File: config.mk
export PLATFORM = sky130hd
export DESIGN_NAME = lrpe_front
export DESIGN_NICKNAME = d
export VERILOG_FILES = /design/src/rtl/lrpe_pkg.sv /design/src/rtl/lrpe_front.sv
export SDC_FILE = /design/constraint.sdc
export NUM_CORES = 1
export LEC_CHECK = 0
export ABC_CLOCK_PERIOD_IN_PS = 3200
export BUFFER_PORTS_ARGS = -buffer_cell sky130_fd_sc_hd__buf_2
export CAP_MARGIN = 20
export CORE_MARGIN = 2
export CORE_UTILIZATION = 47
export DETAILED_ROUTE_END_ITERATION = 6
export PLACE_DENSITY_LB_ADDON = 0.2
export SYNTH_ARGS = -nofsm -noshare
export SYNTH_HDL_FRONTEND = slang
export SYNTH_SLANG_ARGS = --single-unit
File: constraint.sdc
create_clock -name clk -period 3.2 [get_ports clk]
set_input_delay 0.64 -clock clk [delete_from_list [all_inputs] [get_ports clk]]
set_output_delay 0.64 -clock clk [all_outputs]
set_load 0.01 [all_outputs]
File: src/rtl/lrpe_pkg.sv
// lrpe_pkg: shared types and codes of the lr table parse engine
`default_nettype none

package lrpe_pkg;

    typedef enum logic [1:0] {
        FUNC_ACTION = 2'd0,
        FUNC_GOTO   = 2'd1,
        FUNC_RULE   = 2'd2,
        FUNC_TOKEN  = 2'd3
    } func_t;

    typedef enum logic [1:0] {
        ACT_NONE   = 2'd0,
        ACT_SHIFT  = 2'd1,
        ACT_REDUCE = 2'd2,
        ACT_ACCEPT = 2'd3
    } act_kind_t;

    typedef enum logic [2:0] {
        EV_REDUCE = 3'd0,
        EV_SHIFT  = 3'd1,
        EV_ACCEPT = 3'd2,
        EV_NOACT  = 3'd3,
        EV_NOGOTO = 3'd4,
        EV_STACK  = 3'd5,
        EV_LIMIT  = 3'd6
    } ev_kind_t;

    localparam int unsigned LIMIT_RESET = 63;

    // one classified command between the front and the back
    typedef struct packed {
        func_t       func;
        logic [7:0]  table_state;
        logic [5:0]  table_symbol;
        logic [1:0]  entry_kind;
        logic [7:0]  entry_target;
        logic [6:0]  rule_index;
        logic [5:0]  rule_lhs;
        logic [3:0]  rule_length;
        logic [5:0]  token_symbol;
    } cmd_t;

endpackage

`default_nettype wire

File: src/rtl/lrpe_front.sv
// lrpe_front: input acceptance, range classification and two-entry command queue
`default_nettype none

module lrpe_front #(
    parameter int STATE_COUNT  = 256,
    parameter int SYMBOL_COUNT = 64,
    parameter int RULE_COUNT   = 128
) (
    input  wire logic          clk,
    input  wire logic          rst_n,
    input  wire logic          in_valid,
    output logic               in_stall,
    input  wire logic [1:0]    func,
    input  wire logic [7:0]    table_state,
    input  wire logic [5:0]    table_symbol,
    input  wire logic [1:0]    entry_kind,
    input  wire logic [7:0]    entry_target,
    input  wire logic [6:0]    rule_index,
    input  wire logic [5:0]    rule_lhs,
    input  wire logic [3:0]    rule_length,
    input  wire logic [5:0]    token_symbol,
    input  wire logic          hold,
    output logic               cmd_valid,
    output lrpe_pkg::cmd_t     cmd,
    input  wire logic          cmd_pop
);

    lrpe_pkg::cmd_t q_reg [2];
    logic           wr_ptr_reg, wr_ptr_next;
    logic           rd_ptr_reg, rd_ptr_next;
    logic [1:0]     count_reg, count_next;
    logic           accept, keep, push;
    lrpe_pkg::cmd_t item;

    assign in_stall = (count_reg == 2'd2) || hold;
    assign accept   = in_valid && !in_stall;

    always_comb
    begin
        item.func         = lrpe_pkg::func_t'(func);
        item.table_state  = table_state;
        item.table_symbol = table_symbol;
        item.entry_kind   = entry_kind;
        item.entry_target = entry_target;
        item.rule_index   = rule_index;
        item.rule_lhs     = rule_lhs;
        item.rule_length  = rule_length;
        item.token_symbol = token_symbol;
        case (item.func)
            lrpe_pkg::FUNC_ACTION, lrpe_pkg::FUNC_GOTO:
                keep = (32'(table_state) < STATE_COUNT) &&
                       (32'(table_symbol) < SYMBOL_COUNT);
            lrpe_pkg::FUNC_RULE:
                keep = 32'(rule_index) < RULE_COUNT;
            default:
                keep = 1'b1;
        endcase
    end

    // out of range table writes are dropped here
    assign push      = accept && keep;
    assign cmd_valid = count_reg != 2'd0;
    assign cmd       = q_reg[rd_ptr_reg];

    always_comb
    begin
        wr_ptr_next = push ? !wr_ptr_reg : wr_ptr_reg;
        rd_ptr_next = cmd_pop ? !rd_ptr_reg : rd_ptr_reg;
        count_next  = count_reg + 2'(push) - 2'(cmd_pop);
    end

    always_ff @(posedge clk)
    begin
        if (push)
        begin
            q_reg[wr_ptr_reg] <= item;
        end
    end

    always_ff @(posedge clk or negedge rst_n)
    begin
        if (!rst_n)
        begin
            wr_ptr_reg <= 1'b0;
            rd_ptr_reg <= 1'b0;
            count_reg  <= 2'd0;
        end
        else
        begin
            wr_ptr_reg <= wr_ptr_next;
            rd_ptr_reg <= rd_ptr_next;
            count_reg  <= count_next;
        end
    end

endmodule

`default_nettype wire

==> qor.csv <==
metric,value,unit
worst hold margin,0.0865,ns
Setup TNS Final,0,ns
"Largest stage delay, worst path",0.68,ns
max reg flops,98,
crit-path max FO,31,
synth-to-layout area growth,20.6,%
Final Power,3.78,mW
cts hold-fix bufs,0,
DRT antenna net count,0,
Critical Path AT,1.83,ns
sequential share of the synthesized area,76.2,%
YS warnings,0,
Total GRT Usage,14.0,%
wire per inst,15.9,µm
RD Place Congestion,0.653,
Post-CTS Resized,0,
Post-Place Cells,379,
R2R Setup Slk,1.38,ns
root buffer cell,clkbuf_8,
gr ovfl total,0,
syn nets,227,
Tmin final,2.47,ns
# DRC,0,
ant diodes,0,
CTS Buffer Depth,2,
Synth Cell Area,3990,µm²
1st-iter DRT viols,44,
static leakage,1.93,nW
via count,1903,
number of library cell types mapped by synthesis,13,
Cell Pwr Density,787,nW/µm²
slowest cell on the critical path,dfrtp_4,
I/O Pins,105,
Worst-Margin Slew,0.451,ns
Setup Skew,0.00770,ns
Max transition margin,69.9,%
f_max,405,MHz
worst min path class,in -> async,
Syn Inst Count,171,
DR pass1 iterations,4,
I/O Buffers,104,
postcts setup bufs,0,
Required @ worst endpoint,2.56,ns
CP endpoint kind,output pin,
core area,8220,µm²
DRT Wirelength,6270,µm
status,"complete, no violations",
CTS buffer count,9,
cells along the critical path,"buf_12, mux2_4, buf_2",
die area,9250,µm²
CTS tree,done,
Die Span X,96.2,µm
Worst-Skew Late Latency,0.35,ns
fraction of layout cells with a size suffix above 1,60.9,%
RR Startpoint,count_reg[1],
max cap viols,0,
initial antenna violation count,0,
Sink Count,102,
Final Max Slew Viols,0,
critical setup path kind,reg -> out,
DPL Wire Length,4130,µm
Final Core Density,58.6,%
reg2reg end,count_reg[1],
unrepaired setup endpoints after global routing,no,
"flops & latches, synth",102,
largest net degree at the start of global routing,34,
htree depth,3,
# rows,33,
post-route clock period utilization,77.1,%
Final Hold Fails,0,
fillers,636,
syn_area_per_cell,23.3,µm²
Die H,96.2,µm
vias in the first global route,1901,
CP Launch Type,flop,
Non-Filler Instances,394,
Worst IR Drop VDD,0.435,mV
"Reg clk slew, reported paths",0.09,ns
Vias/cell,4.83,
reg2reg path depth,7,
Starting Density,48.6,%
Final nets,341,
first-pass GRT wire length,9290,µm
Final Setup Violations,0,
-- worst max-delay path by stage --
stage                     slack (ns)       start          end
final                           0.73  rd_ptr_reg      cmd[31]
after floorplan                -0.20        hold  q_reg[0][0]
after detailed placement        1.08  rd_ptr_reg      cmd[40]
after global routing            0.66  rd_ptr_reg      cmd[46]
after CTS                       0.69  rd_ptr_reg      cmd[31]
after global placement          1.09  rd_ptr_reg      cmd[40]
-- per-stage QoR --
step / cell area, µm² / setup WS (ns)
2_1_floorplan: 3990 / -0.200
3_3_place_gp: 4600 / 1.09
3_5_place_dp: 4600 / 1.08
4_1_cts: 4810 / 0.694
5_1_grt: 4810 / 0.661
6_report: 4810 / 0.732
-- critical path, delay by kind of cell (launching register included) --
| kind | cells | cell delay (ns) |
|---|---|---|
| flip-flops | 1 | 0.68 |
| buffers and inverters | 2 | 0.45 |
| multiplexers | 1 | 0.34 |
-- per-layer routing --
layer  global-route usage [%]  part of all wire [%]  vias up
li1                         -                     -      892
met1                     16.8                    41      936
met2                     23.6                    51       64
met3                     3.37                   6.4       11
met4                     7.14                   1.7        0
met5                        0                     0        -
-- final cells by class --
type                            instances  area (µm²)  area share, %
Multi-Input combinational cell         61         845           17.6
Clock buffer                           10         128           2.65
Clock inverter                          5        83.8           1.74
Timing Repair Buffer                  109         571           11.9
Tap cell                              105         131           2.73
Sequential cell                       102        3050           63.3
Inverter                                2        7.51          0.156
-- synth_stat cells, drive strengths merged --
cell / number / share of area, %
ha: 2 / 0.63
buf: 6 / 2.8
nand2b: 2 / 0.31
mux2: 49 / 18
edfxtp: 98 / 74
xor2: 1 / 0.22
dfrtp: 4 / 2.5
or2: 1 / 0.16
nand3b: 1 / 0.19
nor2: 2 / 0.19
inv: 2 / 0.19
xnor2: 3 / 0.66
-- power breakdown --
part | leakage (nW) | internal, mW | switching, mW | total, mW
clock | 0.0990 | 0.439 | 0.405 | 0.844
sequential | 0.941 | 1.67 | 0.120 | 1.79
combinational | 0.891 | 0.643 | 0.509 | 1.15
-- layout by cell type, fill, tap and decap left out --
master / netlist / final
buf_2: 0 / 104
edfxtp_1: 98 / 98
mux2_4: 49 / 49
clkbuf_8: 0 / 9
buf_4: 0 / 4
xnor2_1: 3 / 3
dfrtp_1: 4 / 3
nand2b_1: 2 / 2
inv_1: 2 / 2
nor2_4: 0 / 2
ha_1: 2 / 2
bufinv_16: 0 / 2
clkinvlp_4: 0 / 2
nand3b_1: 1 / 1
or2_2: 1 / 1
xor2_1: 1 / 1
inv_6: 0 / 1
clkbuf_1: 0 / 1
buf_12: 5 / 1
dfrtp_4: 0 / 1
-- cell families after synthesis --
family / synth area share, %
XOR/XNOR: 0.878
buffers and inverters: 2.98
adder cells (fa/ha/maj): 0.627
AND/OR/NAND/NOR: 0.847
flip-flops: 76.2
multiplexers: 18.4
(Power assumes the default switching activity.)
